### src/rtl/cfr_pkg.sv
// cfr_pkg: types, constants and the crc step shared by the frame receiver
// no dependencies
package cfr_pkg;

  // parameter defaults
  localparam int FRAME_STORE_BYTES_DEF = 70;
  localparam int MAX_PAYLOAD_BYTES_DEF = 64;
  // most payload words one frame can report
  localparam int PAY_CAP = 64;

  // register reset values and fixed constants
  localparam logic [7:0]  SYNC_RESET    = 8'hAA;
  localparam logic [11:0] TIMEOUT_RESET = 12'd2000;
  localparam logic [15:0] CRC_INIT      = 16'hFFFF;
  localparam logic [15:0] CRC_POLY      = 16'h1021;
  localparam logic [11:0] MS_SAT        = 12'hFFF;

  // configuration register indexes
  localparam logic [1:0] CFG_SYNC    = 2'd0;
  localparam logic [1:0] CFG_TIMEOUT = 2'd1;
  localparam logic [1:0] CFG_PAUSE   = 2'd2;

  // event codes
  localparam logic [1:0] EV_NONE    = 2'd0;
  localparam logic [1:0] EV_GOOD    = 2'd1;
  localparam logic [1:0] EV_CRC_ERR = 2'd2;

  typedef enum logic [2:0] {
    H_WAIT, H_TYPE, H_LEN, H_SEQ, H_PAY, H_CRCLO, H_CRCHI
  } hunt_t;

  typedef enum logic [1:0] {
    E_IDLE, E_FETCH, E_SEND
  } emit_t;

  typedef struct packed {
    logic [7:0]  sync_byte;
    logic [11:0] link_timeout_ms;
    logic        receive_paused;
  } cfg_t;

  // one finished input item, waiting to be sent out
  typedef struct packed {
    logic [1:0]  ev;
    logic [7:0]  frame_type;
    logic [7:0]  frame_length;
    logic [7:0]  frame_seq;
    logic        ovf;
    logic [31:0] good_frames;
    logic [31:0] bad_frames;
    logic        link_up;
    logic        payload;
    logic [6:0]  count;
  } desc_t;

  // msb-first crc-16-ccitt over one byte
  function automatic logic [15:0] crc_feed(input logic [15:0] crc, input logic [7:0] b);
    logic [15:0] c;
    c = crc ^ {b, 8'h00};
    for (int i = 0; i < 8; i++) begin
      c = c[15] ? ((c << 1) ^ CRC_POLY) : (c << 1);
    end
    return c;
  endfunction

endpackage

### src/rtl/cfr_ram.sv
// cfr_ram: payload byte store, one write port and one registered read port
// depends on nothing
module cfr_ram #(
  parameter int DEPTH = 64,
  parameter int AW    = 6
) (
  input  logic          clk,
  input  logic          wr_en,
  input  logic [AW-1:0] wr_addr,
  input  logic [7:0]    wr_data,
  input  logic          rd_en,
  input  logic [AW-1:0] rd_addr,
  output logic [7:0]    rd_data
);

  logic [7:0] mem [DEPTH];

  // write port
  always_ff @(posedge clk) begin
    if (wr_en) begin
      mem[wr_addr] <= wr_data;
    end
  end

  // read port, registered
  always_ff @(posedge clk) begin
    if (rd_en) begin
      rd_data <= mem[rd_addr];
    end
  end

endmodule

### src/rtl/cfr_parser.sv
// cfr_parser: frame hunt, running crc, counters and link timer
// depends on cfr_pkg; writes payload bytes into cfr_ram
module cfr_parser
  import cfr_pkg::*;
#(
  parameter int FRAME_STORE_BYTES = FRAME_STORE_BYTES_DEF,
  parameter int MAX_PAYLOAD_BYTES = MAX_PAYLOAD_BYTES_DEF,
  parameter int PAY_DEPTH = (MAX_PAYLOAD_BYTES < PAY_CAP) ? MAX_PAYLOAD_BYTES : PAY_CAP,
  parameter int AW = (PAY_DEPTH > 1) ? $clog2(PAY_DEPTH) : 1
) (
  input  logic          clk,
  input  logic          rst,
  input  cfg_t          cfg,
  input  logic          in_valid,
  output logic          in_ready,
  input  logic          in_mode,
  input  logic [7:0]    in_byte,
  input  logic          ram_busy,
  input  logic          desc_take,
  output logic          desc_valid,
  output desc_t         desc,
  output logic          wr_en,
  output logic [AW-1:0] wr_addr,
  output logic [7:0]    wr_data
);

  localparam int SIW = $clog2(FRAME_STORE_BYTES + 1);
  localparam int IW  = (SIW > 9) ? SIW : 9;

  hunt_t       hunt, hunt_next;
  logic [IW-1:0] store_index, store_index_next;
  logic [7:0]  held_type, held_length, held_seq;
  logic [15:0] running_crc, running_crc_next;
  logic [7:0]  crc_low_byte;
  logic [31:0] good_count, good_count_next;
  logic [31:0] bad_count, bad_count_next;
  logic [11:0] ms_since_good, ms_since_good_next;
  logic        seen_good, seen_good_next;
  desc_t       desc_next;

  logic          accepted, live, byte_item, tick_item;
  logic [IW-1:0] idx_after, pay_k;
  logic          ovf_hit, done, good, pay_ok;
  logic [15:0]   crc_fed;

  // handshake: stall while a result waits, or payload writes could hit the readout
  assign in_ready  = !desc_valid && !(hunt == H_PAY && ram_busy);
  assign accepted  = in_valid && in_ready;
  assign live      = accepted && !cfg.receive_paused;
  assign byte_item = live && !in_mode;
  assign tick_item = live && in_mode;

  // per-byte frame decode
  assign idx_after = (hunt == H_WAIT) ? '0 : store_index + IW'(1);
  assign ovf_hit   = byte_item && (hunt != H_WAIT) && (idx_after >= IW'(FRAME_STORE_BYTES));
  assign done      = byte_item && (hunt == H_CRCHI);
  assign good      = done && (running_crc == {in_byte, crc_low_byte});
  assign crc_fed   = crc_feed(running_crc, in_byte);
  assign pay_k     = store_index - IW'(3);
  assign pay_ok    = good && (held_length != 8'd0) && ({1'b0, held_length} <= 9'(PAY_DEPTH));

  // payload store write
  assign wr_en   = byte_item && (hunt == H_PAY) && (pay_k < IW'(PAY_DEPTH));
  assign wr_addr = pay_k[AW-1:0];
  assign wr_data = in_byte;

  // hunt next state
  always_comb begin
    hunt_next = hunt;
    if (byte_item) begin
      unique case (hunt)
        H_WAIT:  if (in_byte == cfg.sync_byte) hunt_next = H_TYPE;
        H_TYPE:  hunt_next = H_LEN;
        H_LEN:   hunt_next = H_SEQ;
        H_SEQ:   hunt_next = (held_length != 8'd0) ? H_PAY : H_CRCLO;
        H_PAY: begin
          if (idx_after >= IW'(held_length) + IW'(3)) hunt_next = H_CRCLO;
        end
        H_CRCLO: hunt_next = H_CRCHI;
        H_CRCHI: hunt_next = H_WAIT;
        default: hunt_next = H_WAIT;
      endcase
      if (ovf_hit) hunt_next = H_WAIT;
    end
  end

  // datapath next values
  always_comb begin
    store_index_next = store_index;
    running_crc_next = running_crc;
    if (byte_item) begin
      store_index_next = (ovf_hit || done) ? '0 : idx_after;
      if (hunt == H_WAIT) begin
        if (in_byte == cfg.sync_byte) running_crc_next = CRC_INIT;
      end else if (hunt == H_TYPE || hunt == H_LEN || hunt == H_SEQ || hunt == H_PAY) begin
        running_crc_next = crc_fed;
      end
    end
    good_count_next = good_count + 32'(good);
    bad_count_next  = bad_count + 32'(done && !good) + 32'(ovf_hit);
    seen_good_next  = seen_good || good;
    ms_since_good_next = ms_since_good;
    if (good) begin
      ms_since_good_next = '0;
    end else if (tick_item && ms_since_good != MS_SAT) begin
      ms_since_good_next = ms_since_good + 12'd1;
    end
  end

  // result descriptor for this item
  always_comb begin
    desc_next.ev           = done ? (good ? EV_GOOD : EV_CRC_ERR) : EV_NONE;
    desc_next.frame_type   = done ? held_type : 8'd0;
    desc_next.frame_length = done ? held_length : 8'd0;
    desc_next.frame_seq    = done ? held_seq : 8'd0;
    desc_next.ovf          = ovf_hit;
    desc_next.good_frames  = good_count_next;
    desc_next.bad_frames   = bad_count_next;
    desc_next.link_up      = seen_good_next && (ms_since_good_next < cfg.link_timeout_ms);
    desc_next.payload      = pay_ok;
    desc_next.count        = pay_ok ? held_length[6:0] : 7'd1;
  end

  // state registers
  always_ff @(posedge clk) begin
    if (rst) begin
      hunt          <= H_WAIT;
      store_index   <= '0;
      held_type     <= '0;
      held_length   <= '0;
      held_seq      <= '0;
      running_crc   <= CRC_INIT;
      crc_low_byte  <= '0;
      good_count    <= '0;
      bad_count     <= '0;
      ms_since_good <= '0;
      seen_good     <= 1'b0;
      desc_valid    <= 1'b0;
    end else begin
      hunt        <= hunt_next;
      store_index <= store_index_next;
      running_crc <= running_crc_next;
      if (byte_item && hunt == H_TYPE)  held_type    <= in_byte;
      if (byte_item && hunt == H_LEN)   held_length  <= in_byte;
      if (byte_item && hunt == H_SEQ)   held_seq     <= in_byte;
      if (byte_item && hunt == H_CRCLO) crc_low_byte <= in_byte;
      good_count    <= good_count_next;
      bad_count     <= bad_count_next;
      ms_since_good <= ms_since_good_next;
      seen_good     <= seen_good_next;
      if (live) begin
        desc_valid <= 1'b1;
      end else if (desc_take) begin
        desc_valid <= 1'b0;
      end
    end
  end

  // descriptor payload, no reset
  always_ff @(posedge clk) begin
    if (live) begin
      desc <= desc_next;
    end
  end

endmodule

### src/rtl/cfr_emitter.sv
// cfr_emitter: turns descriptors into output words, reading payload from cfr_ram
// depends on cfr_pkg
module cfr_emitter
  import cfr_pkg::*;
#(
  parameter int MAX_PAYLOAD_BYTES = MAX_PAYLOAD_BYTES_DEF,
  parameter int PAY_DEPTH = (MAX_PAYLOAD_BYTES < PAY_CAP) ? MAX_PAYLOAD_BYTES : PAY_CAP,
  parameter int AW = (PAY_DEPTH > 1) ? $clog2(PAY_DEPTH) : 1
) (
  input  logic          clk,
  input  logic          rst,
  input  logic          desc_valid,
  input  desc_t         desc,
  output logic          desc_take,
  output logic          busy,
  output logic          rd_en,
  output logic [AW-1:0] rd_addr,
  input  logic [7:0]    rd_data,
  output logic          out_valid,
  input  logic          out_ready,
  output logic [103:0]  out_data,
  output logic [2:0]    out_user,
  output logic          out_last
);

  emit_t      state, state_next;
  desc_t      cur;
  logic [6:0] k, k_plus;
  logic [7:0] o_byte;
  logic [5:0] o_index;
  logic       o_pv;
  logic       o_last;

  assign k_plus = k + 7'd1;

  // next state
  always_comb begin
    state_next = state;
    unique case (state)
      E_IDLE:  if (desc_valid) state_next = desc.payload ? E_FETCH : E_SEND;
      E_FETCH: state_next = E_SEND;
      E_SEND:  if (out_ready) state_next = o_last ? E_IDLE : E_FETCH;
      default: state_next = E_IDLE;
    endcase
  end

  // control outputs
  always_comb begin
    desc_take = (state == E_IDLE) && desc_valid;
    rd_en     = (desc_take && desc.payload) || ((state == E_SEND) && out_ready && !o_last);
    rd_addr   = desc_take ? '0 : k_plus[AW-1:0];
    out_valid = (state == E_SEND);
    busy      = (state != E_IDLE) && cur.payload;
  end

  always_ff @(posedge clk) begin
    if (rst) begin
      state <= E_IDLE;
    end else begin
      state <= state_next;
    end
  end

  // output word registers
  always_ff @(posedge clk) begin
    if (desc_take) begin
      cur     <= desc;
      k       <= '0;
      o_byte  <= '0;
      o_index <= '0;
      o_pv    <= 1'b0;
      o_last  <= 1'b1;
    end else if (state == E_FETCH) begin
      o_byte  <= rd_data;
      o_index <= k[5:0];
      o_pv    <= 1'b1;
      o_last  <= (k_plus == cur.count);
    end else if (state == E_SEND && out_ready && !o_last) begin
      k <= k_plus;
    end
  end

  // pack word fields, highest first
  assign out_data = {cur.link_up, cur.bad_frames, cur.good_frames, cur.ovf, o_index, o_byte,
                     cur.frame_seq, cur.frame_length, cur.frame_type};
  assign out_user = {o_pv, cur.ev};
  assign out_last = o_last;

endmodule

### src/rtl/crc16_frame_receiver.sv
// crc16_frame_receiver: deframes sync/type/length/seq/payload/crc16 frames from uart bytes
// output path: a single-word result passes the descriptor register, then the emitter state,
//   before m_tvalid; the first payload word of a good frame also passes a payload ram read
// input: no word is taken while a result waits; payload words each pass fetch and send,
//   and after the word that follows a frame's crc the input stalls until that readout ends
// reset: synchronous rst clears hunt state, counters, link timer and handshake state
module crc16_frame_receiver
  import cfr_pkg::*;
#(
  parameter int FRAME_STORE_BYTES = FRAME_STORE_BYTES_DEF,
  parameter int MAX_PAYLOAD_BYTES = MAX_PAYLOAD_BYTES_DEF
) (
  input  logic         clk,
  input  logic         rst,
  input  logic         s_tvalid,
  output logic         s_tready,
  input  logic [7:0]   s_tdata,   // rx_byte
  input  logic         s_tuser,   // mode
  output logic         m_tvalid,
  input  logic         m_tready,
  // frame_type, frame_length, frame_seq, payload_byte, payload_index, overflow,
  // good_frames, bad_frames, link_up
  output logic [103:0] m_tdata,
  output logic [2:0]   m_tuser,   // event_res, payload_valid
  output logic         m_tlast,   // last
  input  logic         cfg_we,
  input  logic [1:0]   cfg_index,
  input  logic [11:0]  cfg_data
);

  localparam int PAY_DEPTH = (MAX_PAYLOAD_BYTES < PAY_CAP) ? MAX_PAYLOAD_BYTES : PAY_CAP;
  localparam int AW = (PAY_DEPTH > 1) ? $clog2(PAY_DEPTH) : 1;

  cfg_t          cfg;
  desc_t         desc;
  logic          desc_valid, desc_take, ram_busy;
  logic          wr_en, rd_en;
  logic [AW-1:0] wr_addr, rd_addr;
  logic [7:0]    wr_data, rd_data;

  // configuration registers
  always_ff @(posedge clk) begin
    if (rst) begin
      cfg.sync_byte       <= SYNC_RESET;
      cfg.link_timeout_ms <= TIMEOUT_RESET;
      cfg.receive_paused  <= 1'b0;
    end else if (cfg_we) begin
      unique case (cfg_index)
        CFG_SYNC:    cfg.sync_byte       <= cfg_data[7:0];
        CFG_TIMEOUT: cfg.link_timeout_ms <= cfg_data;
        CFG_PAUSE:   cfg.receive_paused  <= cfg_data[0];
        default:     ;
      endcase
    end
  end

  cfr_parser #(
    .FRAME_STORE_BYTES(FRAME_STORE_BYTES),
    .MAX_PAYLOAD_BYTES(MAX_PAYLOAD_BYTES),
    .PAY_DEPTH(PAY_DEPTH),
    .AW(AW)
  ) u_parser (
    .clk(clk),
    .rst(rst),
    .cfg(cfg),
    .in_valid(s_tvalid),
    .in_ready(s_tready),
    .in_mode(s_tuser),
    .in_byte(s_tdata),
    .ram_busy(ram_busy),
    .desc_take(desc_take),
    .desc_valid(desc_valid),
    .desc(desc),
    .wr_en(wr_en),
    .wr_addr(wr_addr),
    .wr_data(wr_data)
  );

  cfr_ram #(
    .DEPTH(PAY_DEPTH),
    .AW(AW)
  ) u_ram (
    .clk(clk),
    .wr_en(wr_en),
    .wr_addr(wr_addr),
    .wr_data(wr_data),
    .rd_en(rd_en),
    .rd_addr(rd_addr),
    .rd_data(rd_data)
  );

  cfr_emitter #(
    .MAX_PAYLOAD_BYTES(MAX_PAYLOAD_BYTES),
    .PAY_DEPTH(PAY_DEPTH),
    .AW(AW)
  ) u_emitter (
    .clk(clk),
    .rst(rst),
    .desc_valid(desc_valid),
    .desc(desc),
    .desc_take(desc_take),
    .busy(ram_busy),
    .rd_en(rd_en),
    .rd_addr(rd_addr),
    .rd_data(rd_data),
    .out_valid(m_tvalid),
    .out_ready(m_tready),
    .out_data(m_tdata),
    .out_user(m_tuser),
    .out_last(m_tlast)
  );

endmodule

### config.mk
export PLATFORM = sky130hd
export DESIGN_NAME = crc16_frame_receiver
export DESIGN_NICKNAME = d
export VERILOG_FILES = /design/src/rtl/cfr_pkg.sv /design/src/rtl/cfr_ram.sv /design/src/rtl/cfr_parser.sv /design/src/rtl/cfr_emitter.sv /design/src/rtl/crc16_frame_receiver.sv
export SDC_FILE = /design/constraint.sdc
export NUM_CORES = 1
export LEC_CHECK = 0
export ABC_CLOCK_PERIOD_IN_PS = 9200
export BUFFER_PORTS_ARGS = -buffer_cell sky130_fd_sc_hd__buf_2
export CAP_MARGIN = 20
export CORE_ASPECT_RATIO = 0.75
export CORE_MARGIN = 1
export CORE_UTILIZATION = 30
export DETAILED_ROUTE_END_ITERATION = 12
export RECOVER_POWER = 25
export SLEW_MARGIN = 20
export SYNTH_ARGS = -nofsm -noshare
export SYNTH_HDL_FRONTEND = slang
export SYNTH_HIERARCHICAL = 1
export SYNTH_SLANG_ARGS = --single-unit
### constraint.sdc
create_clock -name clk -period 9.2 [get_ports clk]
set_input_delay 1.38 -clock clk [delete_from_list [all_inputs] [get_ports clk]]
set_output_delay 1.38 -clock clk [all_outputs]
set_load 0.01 [all_outputs]
Word level (Yosys, flattened, before mapping)
Memory sizes are Yosys's and may differ from the RTL's. A register that Yosys moved wholly into a read port is not among the register bits.
Index checks and enable logic that the tools add are counted.
{ "op_classes": {"reduce_logical": 53, "order_cmp": 5, "addsub": 8, "bitwise": 10, "mux": 31, "eq_ne": 19} }
{ "op_table": {"columns": ["cell", "count"], "rows": [
  ["13-bit two-way mux", 8],
  ["32-bit by 1-bit adder with 32-bit output", 3],
  ["16-bit two-way mux", 3],
  ["1-bit logical AND", 26],
  ["12-bit two-way mux", 2],
  ["3-bit NOT", 8],
  ["9-bit two-way mux", 2],
  ["3-bit case mux with 6 select lines", 1],
  ["16-bit == test", 1],
  ["16-bit bitwise XOR", 1],
  ["12-bit by 1-bit adder with 12-bit output, second input constant", 1],
  ["12-bit < comparator", 1],
  ["12-bit != test, second input constant", 1],
  ["2-bit AND reduction", 5],
  ["8-bit by 2-bit adder with 9-bit output, second input constant", 1],
  ["9-bit by 1-bit adder with 9-bit output, second input constant", 1],
  ["3-bit == test, second input constant", 3],
  ["9-bit by 7-bit >= comparator with 1-bit output, second input constant", 1],
  ["9-bit >= comparator", 1],
  ["9-bit by 7-bit < comparator with 1-bit output, second input constant", 1],
  ["3-bit two-way mux", 3],
  ["9-bit by 2-bit subtractor with 9-bit output, second input constant", 1],
  ["8-bit == test", 1],
  ["8-bit by 7-bit less-or-equal comparator with 1-bit output, second input constant", 1],
  ["22 further kinds", 49]
]} }
{ "totals": {"input_bits": 28, "regBits": 384, "out_inout_bits": 110, "n_memories": 1, "ram_bits": 512, "wordCells": 168} }
{ "memory_table": {"columns": ["name", "depth", "width", "rd", "rd_ports_with_merged_regs", "write_ports", "line", "source"], "rows": [
  ["u_ram.mem", 64, 8, 1, 1, 1, "cfr_ram.sv:16", "logic [7:0] mem [DEPTH];"]
]} }

Depth between registers and ports, before layout
{ "depth": {"depth_word": 19, "mapped_depth": 17, "depth_no_buf": 16} }

By module
The synthesis kept the hierarchy.
{ "modules_own_cells": {"columns": ["mod", "seq_area_each_um2", "cells_each", "n_inst", "area_per_inst_um2"], "rows": [
  ["cfr_ram", 15615.0, 940, 1, 20246.9],
  ["cfr_parser", 5765.5, 996, 1, 10596.4],
  ["cfr_emitter", 3503.4, 339, 1, 4882.2],
  ["crc16_frame_receiver", 420.4, 90, 1, 899.6]
]} }

Worst setup path after synthesis
Ideal clock, no wire load.
{ "synth_timing": {"path_type": "input to register", "start": "in s_tvalid", "end": "reg u_parser/desc[39] (netlist name)", "setup_time_ps": 262, "t_required_ps": 8938, "stages": 14, "setup_slack_ps": 1393, "arrival_time_ps": 7546, "n_path_buf": 0, "cell_sequence": "inv_1 > a2111oi_4 > nand2b_2 > nor3_4 > nor2b_1 > inv_1 > fa_1 > inv_1 > ha_1 > nand4_1 > or2_2 > nor2_1 > nand3_1 > xnor2_1"} }
{ "synth_between": {"elab_chain_len": 9, "elab_cells_between_ends": 11, "cone_classes": "add/sub: 2; reduce/logical: 9"} }
{ "synth_lines": {"columns": ["item", "line", "source"], "rows": [
  ["start, declared", "crc16_frame_receiver.sv:15", "input logic s_tvalid,"],
  ["1-bit logical AND *", "cfr_parser.sv:48", "assign accepted = in_valid && in_ready;"],
  ["1-bit logical AND *", "cfr_parser.sv:49", "assign live = accepted && !cfg.receive_paused;"],
  ["net u_parser.live", "cfr_parser.sv:41", "logic accepted, live, byte_item, tick_item;"],
  ["1-bit logical AND *", "cfr_parser.sv:50", "assign byte_item = live && !in_mode;"],
  ["1-bit logical AND", "cfr_parser.sv:56", "assign done = byte_item && (hunt == H_CRCHI);"],
  ["1-bit logical AND", "cfr_parser.sv:57", "assign good = done && (running_crc == {in_byte, crc_low_byte});"],
  ["1-bit zero test", "cfr_parser.sv:100", "bad_count_next = bad_count + 32'(done && !good) + 32'(ovf_hit);"],
  ["1-bit logical AND", "cfr_parser.sv:100", null],
  ["32-bit by 1-bit adder with 32-bit output", "cfr_parser.sv:100", null],
  ["32-bit by 1-bit adder with 32-bit output *", "cfr_parser.sv:100", null],
  ["net u_parser.bad_count_next[30]", "cfr_parser.sv:36", "logic [31:0] bad_count, bad_count_next;"]
]} }
Mark *: on every way through the listed nets, which the timed path passes. The rest lies on a longest branch.
A chain may end at the register's enable or synchronous reset.

==> flow_summary.ini <==
[floorplanning]
core_sq_mm = 0.121
dieArea_sq_mm = 0.124
die_w_um = 405
initial_utilization_pct = 30.4
rows = 110
io_pins = 138
die_height_um = 305

[logic_synthesis]
synth_fp_nets = 2420
synth_cell_type_count = 76
syn_area_per_cell_sq_um = 15.5
synth-main-ff-cell = edfxtp_1
ys.warnings.count = 6
async_reset_ff_share_pct = 0
synth_edf_count = 720
yosysSeqAreaShare_pct = 69.1
synth-seq-cells = 904
synth_area_sq_mm = 0.0366
postSynthCellCount = 2365

[setup_path]
worstPathRequired_ns = 9.71
cpMostUsedCell = nor2b_1
crit_path_cell_trace = buf_2 > clkbuf_1 > xnor2_1 > nand4_1 > nor3_1 > and2_1 > ha_1 > nand2_1 > nor2b_1 > and2_1 > nor2b_1 > nand3_1 > xnor2_1 > nor2b_1
critical_path_class = input pin to flop
cp_slowest_cell = clkbuf_1
worstPathMaxFanout = 70
cp_top_family = simple AND/OR/NAND/NOR gates
startpoint = s_tdata[7]
slowest_delay_ns = 2.33
cp-start-kind = input pin
worstSetupEndpointType = flop
r2r-start = u_parser/hunt[2]$_SDFFE_PP0P_
worstPathArrival_ns = 7.25
crit_buf_inv = 2

[status]
violations = capacitance limit, slew limit
status = finished, violations left

[clock_tree]
clock-sinks = 904
clkTransAtPathRegs_ns = 0.06
cts_tree = done
cts_buffers = 84
cts_hold_buf = 0
cts_resized = 0
cts_setup_buffers = 0
cts-root-buf = clkbuf_16
clock_latency_ns = 0.67
cts_max_level = 3
clockBufferDepth = 3

[drt]
drtIter0Drc = 1554
wirelength_um = 79400
ant_nets = 0
vias = 19300
routedWlPerCell_um = 19.4
drt_first_pass_iters = 5
vias_per_cell = 4.70
drc = 0

[final_layout]
final_nets = 2455
final_util_pct = 33.9
area_growth_pct = 11.6
fin_cells = 4093
layout-drive-gt1-share_pct = 18.3
fin_area_sq_mm = 0.0409
antenna_cells = 0

[timing]
finalSetupTns_ns = 0
finClkSkew_ns = 0.0269
max_freq_mhz = 148
slew-limit-headroom_pct = -150
setup_violations = 0
hold_violations = 0
whs_ns = 0.414
rsz0062_at_grt = no
worst_slack_ns = 2.46
fin_crit_sh_pct = 73.3
slew_violations = 263
period_minus_slack_ns = 6.74
tightest_slew_ns = 3.75

[pwr]
p_per_area_mw_per_mm2 = 206
finalPower_mw = 8.43
peakVddDrop_mv = 0.149
p_leak_nw = 13.3

[placed_design]
port_buffers = 137
gp_congestion = 0.775
dp_slack_ns = 3.40
placed_cells = 3938
dpl_cell_area_sq_mm = 0.0383
dp_hpwl_um = 47700

[grt]
grt_max_degree = 130
grt_usage_pct = 12.8
grt-ovfl-total = 0
antenna_found_initial = 0
grt_pass1_wl_um = 120000
grt_pass1_vias = 18700

[run]
cap_violations = 4

[min_path]
min-delay-start = u_parser/desc[77]$_SDFFCE_PN0N_
hp-class = flop to flop
-- cells in the final DEF, fill, tap and decap left out, types with 4 or more instances in the layout --
master and count:
and2_1 34, buf_4 25, xnor2_1 90, nand2_1 115, inv_1 32, xor2_1 55, clkbuf_16 85, ha_1 26
and4_1 6, nor2b_1 82, mux2i_1 71, nor3_1 32, a221oi_1 6, clkinv_2 16, nand2b_1 34, a22oi_1 9
clkbuf_8 5, mux2_2 13, edfxtp_1 720, clkbuf_1 22, o21a_1 5, mux4_2 126, o2111ai_1 4, o22ai_1 10
dfxtp_1 184, o221ai_1 8, a21oi_1 44, nor4_1 10, buf_2 136, clkinvlp_4 4, nand3b_1 5, nand3_1 57
o21ai_0 34, clkinv_1 20, or3_1 9, a211oi_1 6, nor2_1 199, nand4_1 35, nor3b_1 7, and3_1 13
-- registers in the layout, summed over array words and instances, names as in the netlist, 2 cells and up --
name and count:
u_ram/mem 512, u_parser/desc 100, u_emitter/out_data 90, u_parser/bad_count 32
u_parser/good_count 32, cfg 21, u_parser/running_crc 16, u_parser/ms_since_good 12
u_parser/store_index 9, u_emitter/cur 8, u_emitter/o_byte 8, u_parser/crc_low_byte 8
u_parser/held_length 8, u_parser/held_seq 8, u_parser/held_type 8, u_ram/rd_data 8
u_emitter/k 7, u_emitter/o_index 6, u_parser/hunt 3, u_emitter/out_user 2
u_emitter/state 2
-- worst register-to-register path, cell delays in order (launching register included) --
cell and delay (ns):
dfxtp_1 0.54, nor3b_4 0.31, a2111oi_4 0.40, nand2b_2 0.30, nor3_4 0.84, and2_1 0.91
ha_1 0.41, nand2_1 0.11, nor2b_1 0.22, and2_1 0.24, nor2b_1 0.34, nand3_1 0.15
xnor2_1 0.15, nor2b_1 0.13
-- cell usage after synthesis (9+ instances only) --
| cell type | count | area [sq um] |
|---|---|---|
| edfxtp_1 | 720 | 21600 |
| nor2_1 | 204 | 766 |
| dfxtp_1 | 184 | 3680 |
| mux4_2 | 126 | 2840 |
| buf_4 | 117 | 878 |
| nand2_1 | 115 | 432 |
| xnor2_1 | 90 | 788 |
| nor2b_1 | 83 | 519 |
| mux2i_1 | 71 | 711 |
| clkbuf_1 | 59 | 221 |
| nand3_1 | 57 | 285 |
| xor2_1 | 55 | 482 |
| a21oi_1 | 44 | 220 |
| nand4_1 | 35 | 219 |
| and2_1 | 34 | 213 |
| nand2b_1 | 34 | 213 |
| o21ai_0 | 34 | 170 |
| inv_1 | 32 | 120 |
| nor3_1 | 32 | 160 |
| buf_2 | 26 | 130 |
| ha_1 | 26 | 325 |
| and3_1 | 13 | 81.3 |
| mux2_2 | 13 | 146 |
| nor4_1 | 10 | 62.6 |
| o22ai_1 | 10 | 62.6 |
| a22oi_1 | 9 | 67.6 |
| or3_1 | 9 | 56.3 |
-- worst paths after layout --
check                                       end  slack [ns]  cells past startpoint
max          u_parser/good_count[29]$_SDFF_PP0_        2.46                     14
min            u_emitter/out_data[19]$_DFFE_PN_        0.41                      0
max reg2reg  u_parser/good_count[29]$_SDFF_PP0_        4.00                     13
min reg2reg    u_emitter/out_data[19]$_DFFE_PN_        0.41                      0
-- report_power, final --
| part | switching (mW) | internal (mW) | leakage [nW] |
|---|---|---|---|
| registers | 0.0337 | 4.50 | 8.09 |
| logic | 0.331 | 0.227 | 3.91 |
| clock network | 1.53 | 1.81 | 1.27 |
-- metal layers --
layer / track usage (%) / wire length [um] / vias to the layer above
met5: 0 / 0 / -
met4: 2.77 / 1140 / 0
met3: 2.88 / 5200 / 91
met2: 18.2 / 34000 / 526
met1: 19.7 / 39000 / 9845
li1: - / - / 8789
-- cell families after synthesis --
family	Yosys count	share of synthesized area (%)
AND/OR/NAND/NOR	667	9.23
adder cells (fa/ha/maj)	29	0.998
flip-flops	904	69.1
AO/OA/AOI/OAI	157	2.91
XOR/XNOR	146	3.53
buffers and inverters	252	4.15
multiplexers	210	10.1
-- cell type report --
cell class,count,area [sq um]
clock buffers,108,2260
clock inverters,47,355
fillers,11700,79700
inverters,33,124
multi-input cells,1209,9850
flip-flops and latches,904,25300
well taps,1624,2030
repair buffers,168,943
Power figures use the tool's default switching activity.
